`config.mk`:
```
export PLATFORM = sky130hd
export DESIGN_NAME = state_variable_filter
export DESIGN_NICKNAME = d
export VERILOG_FILES = /design/src/hw/rtl/svf_pkg.sv /design/src/hw/rtl/state_variable_filter.sv /design/src/hw/rtl/svf_ctrl.sv /design/src/hw/rtl/svf_dp.sv
export SDC_FILE = /design/constraint.sdc
export NUM_CORES = 2
export LEC_CHECK = 0
export BUFFER_PORTS_ARGS = -buffer_cell sky130_fd_sc_hd__buf_2
export CELL_PAD_IN_SITES_DETAIL_PLACEMENT = 0
export CELL_PAD_IN_SITES_GLOBAL_PLACEMENT = 1
export CORE_AREA = 2 2 420 422
export DETAILED_ROUTE_END_ITERATION = 10
export DIE_AREA = 0 0 422 424
export PLACE_DENSITY = 0.58
export SYNTH_ARGS = -nofsm -noshare
export SYNTH_HDL_FRONTEND = slang
export SYNTH_HIERARCHICAL = 1
export SYNTH_SLANG_ARGS = --single-unit
```
`constraint.sdc`:
```
create_clock -name i_clk -period 14.2 [get_ports i_clk]
set_clock_uncertainty 0.2 [all_clocks]
set_input_delay 2.13 -clock i_clk [delete_from_list [all_inputs] [get_ports i_clk]]
set_output_delay 2.13 -clock i_clk [all_outputs]
set_load 0.01 [all_outputs]
```
`src/hw/rtl/svf_pkg.sv`:
```
// shared types, constants and helpers for the state variable filter
`default_nettype none

package svf_pkg;

    // field and arithmetic formats
    localparam int SAMPLE_WIDTH    = 16;
    localparam int SAMPLE_FRAC     = SAMPLE_WIDTH - 1;
    localparam int STATE_WIDTH     = 32;
    localparam int COEF_FRAC       = 16;
    localparam int GAIN_WIDTH      = 16;
    localparam int GAIN_FRAC       = 15;
    localparam int FREQ_WIDTH      = 17;
    localparam int COEF_WIDTH      = 18;
    localparam int MODE_WIDTH      = 2;
    localparam int CFG_INDEX_WIDTH = 2;
    localparam int CFG_DATA_WIDTH  = 18;

    // sample to state alignment (sample has fewer fraction bits than the state)
    localparam int IN_SHIFT   = COEF_FRAC - SAMPLE_FRAC;
    localparam int Y_WIDTH    = STATE_WIDTH - IN_SHIFT;
    localparam int PROD_WIDTH = STATE_WIDTH + COEF_WIDTH + 1;
    localparam int PSH_WIDTH  = PROD_WIDTH - COEF_FRAC;
    localparam int SUM_WIDTH  = PSH_WIDTH + 1;
    localparam int FPROD_WIDTH = GAIN_WIDTH + FREQ_WIDTH;

    localparam logic [COEF_WIDTH-1:0] DAMP_RESET = COEF_WIDTH'(1 << COEF_FRAC);

    typedef logic signed [STATE_WIDTH-1:0] t_state_val;

    // configuration register indexes
    typedef enum logic [CFG_INDEX_WIDTH-1:0] {
        CFG_MODE = 2'd0,
        CFG_FREQ = 2'd1,
        CFG_DAMP = 2'd2
    } t_cfg_index;

    // output selection codes
    typedef enum logic [MODE_WIDTH-1:0] {
        MODE_LOW  = 2'd0,
        MODE_BAND = 2'd1,
        MODE_HIGH = 2'd2
    } t_mode;

    // operand pair of the shared multiplier
    typedef enum logic [1:0] {
        MUL_DAMP = 2'd0,
        MUL_HIGH = 2'd1,
        MUL_BAND = 2'd2
    } t_mul_sel;

    // sequencer states
    typedef enum logic [2:0] {
        S_IDLE  = 3'd0,
        S_MUL_D = 3'd1,
        S_HIGH  = 3'd2,
        S_MUL_B = 3'd3,
        S_BAND  = 3'd4,
        S_MUL_L = 3'd5,
        S_LOW   = 3'd6,
        S_OUT   = 3'd7
    } t_state;

    // commands from the controller to the datapath
    typedef struct packed {
        logic     load;
        logic     mul_en;
        t_mul_sel mul_sel;
        logic     upd_high;
        logic     upd_band;
        logic     upd_low;
        logic     out_load;
    } t_dp_cmd;

endpackage

`default_nettype wire

```
`src/hw/rtl/state_variable_filter.sv`:
```
// top level of the state variable filter
//
//  channel   direction  handshake                   payload
//  input     in         i_in_valid / o_in_ready     i_sample_in, i_cutoff_scale, i_restart
//  output    out        o_out_valid / i_out_ready   o_sample_out
//  config    in         i_cfg_wr_en                 i_cfg_index, i_cfg_data
//
//  a new sample is taken only once the previous one has gone through every step:
//  three dependent multiplies share one multiplier, each followed by an add and
//  saturate step, then the output register load.
//  reset is synchronous, clears the integrators and returns the configuration
//  to lowpass, zero frequency coefficient and unit damping.
//  a stalled result holds the sequencer in its last step; the next sample can
//  be taken while an earlier result still waits in the output register.
`default_nettype none

module state_variable_filter (
    input  wire logic                                    i_clk,
    input  wire logic                                    i_rst_n,
    input  wire logic                                    i_cfg_wr_en,
    input  wire logic [svf_pkg::CFG_INDEX_WIDTH-1:0]     i_cfg_index,
    input  wire logic [svf_pkg::CFG_DATA_WIDTH-1:0]      i_cfg_data,
    input  wire logic                                    i_in_valid,
    output logic                                         o_in_ready,
    input  wire logic signed [svf_pkg::SAMPLE_WIDTH-1:0] i_sample_in,
    input  wire logic [svf_pkg::GAIN_WIDTH-1:0]          i_cutoff_scale,
    input  wire logic                                    i_restart,
    output logic                                         o_out_valid,
    input  wire logic                                    i_out_ready,
    output logic signed [svf_pkg::SAMPLE_WIDTH-1:0]      o_sample_out
);
    import svf_pkg::*;

    t_dp_cmd cmd;

    // sequencer
    svf_ctrl u_ctrl (
        .i_clk       (i_clk),
        .i_rst_n     (i_rst_n),
        .i_in_valid  (i_in_valid),
        .o_in_ready  (o_in_ready),
        .o_out_valid (o_out_valid),
        .i_out_ready (i_out_ready),
        .o_cmd       (cmd)
    );

    // arithmetic and state
    svf_dp u_dp (
        .i_clk          (i_clk),
        .i_rst_n        (i_rst_n),
        .i_cfg_wr_en    (i_cfg_wr_en),
        .i_cfg_index    (i_cfg_index),
        .i_cfg_data     (i_cfg_data),
        .i_sample_in    (i_sample_in),
        .i_cutoff_scale (i_cutoff_scale),
        .i_restart      (i_restart),
        .i_cmd          (cmd),
        .o_sample_out   (o_sample_out)
    );

endmodule

`default_nettype wire

```
`src/hw/rtl/svf_ctrl.sv`:
```
// controller state machine: sequences one sample through the shared multiplier
`default_nettype none

module svf_ctrl (
    input  wire logic            i_clk,
    input  wire logic            i_rst_n,
    input  wire logic            i_in_valid,
    output logic                 o_in_ready,
    output logic                 o_out_valid,
    input  wire logic            i_out_ready,
    output svf_pkg::t_dp_cmd     o_cmd
);
    import svf_pkg::*;

    t_state r_state, n_state;
    logic   r_out_valid, n_out_valid;
    logic   out_free;

    // state and output flag registers
    always_ff @(posedge i_clk) begin
        if (!i_rst_n) begin
            r_state     <= S_IDLE;
            r_out_valid <= 1'b0;
        end else begin
            r_state     <= n_state;
            r_out_valid <= n_out_valid;
        end
    end

    assign out_free = !r_out_valid || i_out_ready;

    // next state and commands
    always_comb begin
        n_state      = r_state;
        o_cmd        = '0;
        o_cmd.mul_sel = MUL_DAMP;
        o_in_ready   = 1'b0;
        unique case (r_state)
            S_IDLE: begin
                o_in_ready = 1'b1;
                if (i_in_valid) begin
                    o_cmd.load = 1'b1;
                    n_state    = S_MUL_D;
                end
            end
            S_MUL_D: begin
                o_cmd.mul_en  = 1'b1;
                o_cmd.mul_sel = MUL_DAMP;
                n_state       = S_HIGH;
            end
            S_HIGH: begin
                o_cmd.upd_high = 1'b1;
                n_state        = S_MUL_B;
            end
            S_MUL_B: begin
                o_cmd.mul_en  = 1'b1;
                o_cmd.mul_sel = MUL_HIGH;
                n_state       = S_BAND;
            end
            S_BAND: begin
                o_cmd.upd_band = 1'b1;
                n_state        = S_MUL_L;
            end
            S_MUL_L: begin
                o_cmd.mul_en  = 1'b1;
                o_cmd.mul_sel = MUL_BAND;
                n_state       = S_LOW;
            end
            S_LOW: begin
                o_cmd.upd_low = 1'b1;
                n_state       = S_OUT;
            end
            S_OUT: begin
                // wait until the output register is free
                if (out_free) begin
                    o_cmd.out_load = 1'b1;
                    n_state        = S_IDLE;
                end
            end
            default: n_state = S_IDLE;
        endcase
    end

    // result valid flag
    always_comb begin
        n_out_valid = r_out_valid;
        if (o_cmd.out_load) begin
            n_out_valid = 1'b1;
        end else if (r_out_valid && i_out_ready) begin
            n_out_valid = 1'b0;
        end
    end

    assign o_out_valid = r_out_valid;

endmodule

`default_nettype wire

```
`src/hw/rtl/svf_dp.sv`:
```
// datapath: config registers, integrator states, shared multiplier, saturation
`default_nettype none

module svf_dp (
    input  wire logic                                        i_clk,
    input  wire logic                                        i_rst_n,
    input  wire logic                                        i_cfg_wr_en,
    input  wire logic [svf_pkg::CFG_INDEX_WIDTH-1:0]         i_cfg_index,
    input  wire logic [svf_pkg::CFG_DATA_WIDTH-1:0]          i_cfg_data,
    input  wire logic signed [svf_pkg::SAMPLE_WIDTH-1:0]     i_sample_in,
    input  wire logic [svf_pkg::GAIN_WIDTH-1:0]              i_cutoff_scale,
    input  wire logic                                        i_restart,
    input  wire svf_pkg::t_dp_cmd                            i_cmd,
    output logic signed [svf_pkg::SAMPLE_WIDTH-1:0]          o_sample_out
);
    import svf_pkg::*;

    localparam t_state_val STATE_MAX = {1'b0, {(STATE_WIDTH-1){1'b1}}};
    localparam t_state_val STATE_MIN = {1'b1, {(STATE_WIDTH-1){1'b0}}};
    localparam logic signed [Y_WIDTH-1:0] Y_MAX =
        Y_WIDTH'({1'b0, {(SAMPLE_WIDTH-1){1'b1}}});
    localparam logic signed [Y_WIDTH-1:0] Y_MIN =
        Y_WIDTH'($signed({1'b1, {(SAMPLE_WIDTH-1){1'b0}}}));

    // clamp a wide sum to the state range
    function automatic t_state_val sat_state(input logic signed [SUM_WIDTH-1:0] v);
        t_state_val res;
        if (v > SUM_WIDTH'(STATE_MAX)) begin
            res = STATE_MAX;
        end else if (v < SUM_WIDTH'(STATE_MIN)) begin
            res = STATE_MIN;
        end else begin
            res = v[STATE_WIDTH-1:0];
        end
        return res;
    endfunction

    logic [MODE_WIDTH-1:0]  r_mode;
    logic [FREQ_WIDTH-1:0]  r_freq;
    logic [COEF_WIDTH-1:0]  r_damp;
    logic [COEF_WIDTH-1:0]  r_f;
    t_state_val             r_x;
    t_state_val             r_low;
    t_state_val             r_band;
    t_state_val             r_high;
    logic signed [PROD_WIDTH-1:0]   r_prod;
    logic signed [SAMPLE_WIDTH-1:0] r_out;

    logic [FPROD_WIDTH-1:0]         f_prod;
    t_state_val                     mul_a;
    logic [COEF_WIDTH-1:0]          mul_c;
    logic signed [PROD_WIDTH-1:0]   mul_p;
    logic signed [PSH_WIDTH-1:0]    prod_sh;
    logic signed [SUM_WIDTH-1:0]    high_sum;
    logic signed [SUM_WIDTH-1:0]    band_sum;
    logic signed [SUM_WIDTH-1:0]    low_sum;
    t_state_val                     sel;
    logic signed [Y_WIDTH-1:0]      y;
    logic signed [SAMPLE_WIDTH-1:0] y_clamp;

    // configuration registers
    always_ff @(posedge i_clk) begin
        if (!i_rst_n) begin
            r_mode <= MODE_LOW;
            r_freq <= '0;
            r_damp <= DAMP_RESET;
        end else if (i_cfg_wr_en) begin
            unique case (i_cfg_index)
                CFG_MODE: r_mode <= i_cfg_data[MODE_WIDTH-1:0];
                CFG_FREQ: r_freq <= i_cfg_data[FREQ_WIDTH-1:0];
                CFG_DAMP: r_damp <= i_cfg_data[COEF_WIDTH-1:0];
                default: ;
            endcase
        end
    end

    // effective frequency coefficient: gain times coefficient, Q.31 here, taken as Q.16 into r_f at load
    assign f_prod = FPROD_WIDTH'(i_cutoff_scale) * FPROD_WIDTH'(r_freq);

    // shared multiplier operand select
    always_comb begin
        case (i_cmd.mul_sel)
            MUL_DAMP: begin
                mul_a = r_band;
                mul_c = r_damp;
            end
            MUL_HIGH: begin
                mul_a = r_high;
                mul_c = r_f;
            end
            MUL_BAND: begin
                mul_a = r_band;
                mul_c = r_f;
            end
            default: begin
                mul_a = r_band;
                mul_c = r_damp;
            end
        endcase
    end

    assign mul_p   = PROD_WIDTH'(mul_a) * PROD_WIDTH'($signed({1'b0, mul_c}));
    assign prod_sh = r_prod[PROD_WIDTH-1:COEF_FRAC];

    // integrator sums
    assign high_sum = SUM_WIDTH'(r_x) - SUM_WIDTH'(r_low) - SUM_WIDTH'(prod_sh);
    assign band_sum = SUM_WIDTH'(r_band) + SUM_WIDTH'(prod_sh);
    assign low_sum  = SUM_WIDTH'(r_low) + SUM_WIDTH'(prod_sh);

    // sample load, product register and state updates
    always_ff @(posedge i_clk) begin
        if (!i_rst_n) begin
            r_low  <= '0;
            r_band <= '0;
        end else begin
            if (i_cmd.load && i_restart) begin
                r_low  <= '0;
                r_band <= '0;
            end
            if (i_cmd.upd_band) begin
                r_band <= sat_state(band_sum);
            end
            if (i_cmd.upd_low) begin
                r_low <= sat_state(low_sum);
            end
        end
    end

    always_ff @(posedge i_clk) begin
        if (i_cmd.load) begin
            r_x <= t_state_val'(i_sample_in) <<< IN_SHIFT;
            r_f <= f_prod[GAIN_FRAC +: COEF_WIDTH];
        end
        if (i_cmd.mul_en) begin
            r_prod <= mul_p;
        end
        if (i_cmd.upd_high) begin
            r_high <= sat_state(high_sum);
        end
        if (i_cmd.out_load) begin
            r_out <= y_clamp;
        end
    end

    // output select, format conversion and clamp
    always_comb begin
        case (r_mode)
            MODE_HIGH: sel = r_high;
            MODE_BAND: sel = r_band;
            default:   sel = r_low;
        endcase
        y = sel[STATE_WIDTH-1:IN_SHIFT];
        if (y > Y_MAX) begin
            y_clamp = Y_MAX[SAMPLE_WIDTH-1:0];
        end else if (y < Y_MIN) begin
            y_clamp = Y_MIN[SAMPLE_WIDTH-1:0];
        end else begin
            y_clamp = y[SAMPLE_WIDTH-1:0];
        end
    end

    assign o_sample_out = r_out;

endmodule

`default_nettype wire

```
==> flow_metrics.tcl <==
set metrics [dict create \
    status "finished clean" \
    setup_viol 0 \
    fin_nets 6079 \
    grt_pass1_vias 34400 \
    grt_max_degree 65 \
    grt_usage 0.153 \
    rsz0062_at_grt "no" \
    vias 32600 \
    final_util 0.272 \
    yosys_warnings 6 \
    detail-route-antenna-nets 0 \
    first_pass_iters 5 \
    htreeDepth 1 \
    antenna_found_initial 7 \
    synth_edf_count 117 \
    area_growth_pct 9.62 \
    crit_fanout 39 \
    cts_buffer_depth 3 \
    vias_per_cell 4.52 \
    root_buffer "clkbuf_16" \
    cpMaxStageDelayCell "mux2i_1" \
    r2r-start "u_ctrl/r_state[0]$_SDFFE_PN0P_" \
    final_layout_size_suffix_gt1_frac 0.0613 \
    clkLatencyLatePin_ns 0.61 \
    ys_seq_area_frac 0.129 \
    mostFrequentLayoutCells "inv_1 (974), fa_1 (799), nand2_1 (618), nor2_1 (462), ha_1 (365)" \
    synth_async_sr_flop_share 0 \
    post-route-min-period_ns 9.88 \
    finalMaxSlewViolations 0 \
    crit_family "adder cells" \
    postSynthNetCount 6107 \
    overflow 0 \
    path_buf_inv 5 \
    hp-start "u_dp/r_damp[0]$_SDFFE_PN0P_" \
    slew_headroom 0.136 \
    hold_path.class "register to register" \
    detailed_place_hpwl_mm 110 \
    cp.arrival_ns 10.07 \
    min_path_cells 2 \
    holdPathEnd "u_dp/r_damp[0]$_SDFFE_PN0P_" \
    clk_pin_slew_ns 0.06 \
    p_leak_uw 0.0223 \
    place.gp.congestion 0.866 \
    chipWidth_um 422 \
    setup_tns_ns 0 \
    num_rows 154 \
    cts_tree "done" \
    postCtsSetupBuffers 0 \
    grt_pass1_wl_mm 212 \
    layout_setup_ws_ns 4.32 \
    post-route-period-util 0.696 \
    fillers 19000 \
    worstMarginPinSlew_ns 1.29 \
    regToRegEndpoint "u_dp/r_prod[46]$_DFFE_PP_" \
    syn_area_mm2 0.0434 \
    hold_viol 0 \
    dieArea_mm2 0.179 \
    end_kind "register" \
    port-buffer-count 75 \
    start_util 0.248 \
    crit_type "register to register" \
    drc 0 \
    drt_iter0_drc 1673 \
    wl_mm 137 \
    syn-instance-count 4883 \
    cts_resized 0 \
    ys_ff_latch 222 \
    coreArea_mm2 0.175 \
    reg2reg_slack_ns 4.32 \
    max_clock_freq_ghz 0.101 \
    post-place-ws_ns 4.31 \
    numCtsBuffers 29 \
    clock_sinks 222 \
    power_density_mw_per_mm2 55.2 \
    syn_avg_cell_area_um2 8.89 \
    drv_cap 0 \
    ir_drop_mv 0.0961 \
    start_kind "register" \
    layout_commonest_cell "inv_1" \
    routedWlPerCell_um 18.9 \
    io_pins 76 \
    die_h_um 424 \
    crit_path_max_incr_delay_ns 0.91 \
    reg2reg_depth 27 \
    cp.required_ns 14.39 \
    crit_top_cell "fa_1" \
    ctsHoldBuffers 0 \
    synth_ff_type "edfxtp_1" \
    synth_cell_types 88 \
]
per-layer routing:
metal  GRT usage  share of wire
met1       0.204           0.45
met2       0.270           0.49
met3      0.0137          0.034
met4      0.0319          0.024
met5           0       0.000095
worst max path at each step:
| stage | depth (start not counted) | to | startpoint | slack [ns] |
|---|---|---|---|---|
| 6_report | 27 | u_dp/r_prod[46]$_DFFE_PP_ | u_ctrl/r_state[0]$_SDFFE_PN0P_ | 4.32 |
| 2_1_floorplan | 23 | u_dp/r_f[12]$_DFFE_PP_ | i_cutoff_scale[4] | 5.76 |
| 4_1_cts | 27 | u_dp/r_prod[46]$_DFFE_PP_ | u_ctrl/r_state[0]$_SDFFE_PN0P_ | 4.27 |
| 3_3_place_gp | 27 | u_dp/r_prod[46]$_DFFE_PP_ | u_ctrl/r_state[0]$_SDFFE_PN0P_ | 4.50 |
| 3_5_place_dp | 27 | u_dp/r_prod[46]$_DFFE_PP_ | u_ctrl/r_state[0]$_SDFFE_PN0P_ | 4.31 |
| 5_1_grt | 27 | u_dp/r_prod[46]$_DFFE_PP_ | u_ctrl/r_state[0]$_SDFFE_PN0P_ | 3.74 |
cell usage after synthesis, drive strengths merged (39+ instances only):
| cell type | number | area share |
|---|---|---|
| a21o | 92 | 0.016 |
| a21oi | 257 | 0.030 |
| a31oi | 39 | 0.0058 |
| and2 | 106 | 0.015 |
| clkbuf | 170 | 0.015 |
| dfxtp | 105 | 0.048 |
| edfxtp | 117 | 0.081 |
| fa | 799 | 0.37 |
| ha | 367 | 0.11 |
| inv | 975 | 0.084 |
| mux2 | 42 | 0.011 |
| mux2i | 52 | 0.012 |
| nand2 | 618 | 0.053 |
| nand2b | 42 | 0.0060 |
| nor2 | 463 | 0.040 |
| o21ai | 86 | 0.0099 |
| xnor2 | 101 | 0.021 |
| xor2 | 44 | 0.0089 |
report_power, final:
group / switching, µW / internal (µW)
registers: 61.6 / 761
logic: 698 / 356
clock network: 323 / 429
area by class of cell:
cell class	instances	area (µm²)	area share
clock inverters	15	121	0.00255
flip-flops and latches	222	5620	0.118
clock buffers	38	831	0.0174
well taps	2340	2930	0.0615
diodes	1	2.50	0.0000526
multi-input cells	3484	33600	0.705
repair buffers	143	886	0.0186
inverters	975	3660	0.0769
worst reg2reg max path: cells and delay by family (launching register included):
family	cells	cell delay [ns]
muxes	1	0.93
AOI/OAI and AO/OA	9	2.23
buffers and inverters	5	0.82
DFF	1	0.59
and+or+nand+nor	4	0.89
adders and majority gates	8	3.99
registers in the layout, indices dropped and copies added (netlist names):
signal              cells
u_dp/o_sample_out      16
u_ctrl/o_out_valid      1
u_dp/r_high            32
u_dp/r_freq            17
u_dp/r_prod            35
u_dp/r_damp            18
u_dp/r_mode             2
u_dp/r_low             32
u_dp/r_band            32
u_dp/r_x               16
u_ctrl/r_state          3
u_dp/r_f               18
stage by stage:
stage / std cells / hold WS [ns] / instance area, µm² / power, µW
finish: 7218 / 0.280 / 47600 / 2630
global route: 7217 / 0.318 / 47600 / 2800
CTS: 7217 / 0.280 / 47600 / 2670
detailed placement: 7164 / 0.273 / 46700 / 1900
global placement: 7164 / 0.269 / 46700 / 1900
floorplan: 4883 / 0.233 / 43400 / 1500
logic make-up (layout without fill, tap and decap cells):
kind of cell	count (synthesis)	after routing	synth area share
mux	94	94	0.0230
flops	222	222	0.129
other cells	0	1	0
buf+inv	1177	1171	0.103
xor+xnor	145	145	0.0294
compound gates	677	677	0.101
fa+ha+maj	1166	1166	0.474
simple gates	1402	1402	0.140
Power figures use the tool's default switching activity.
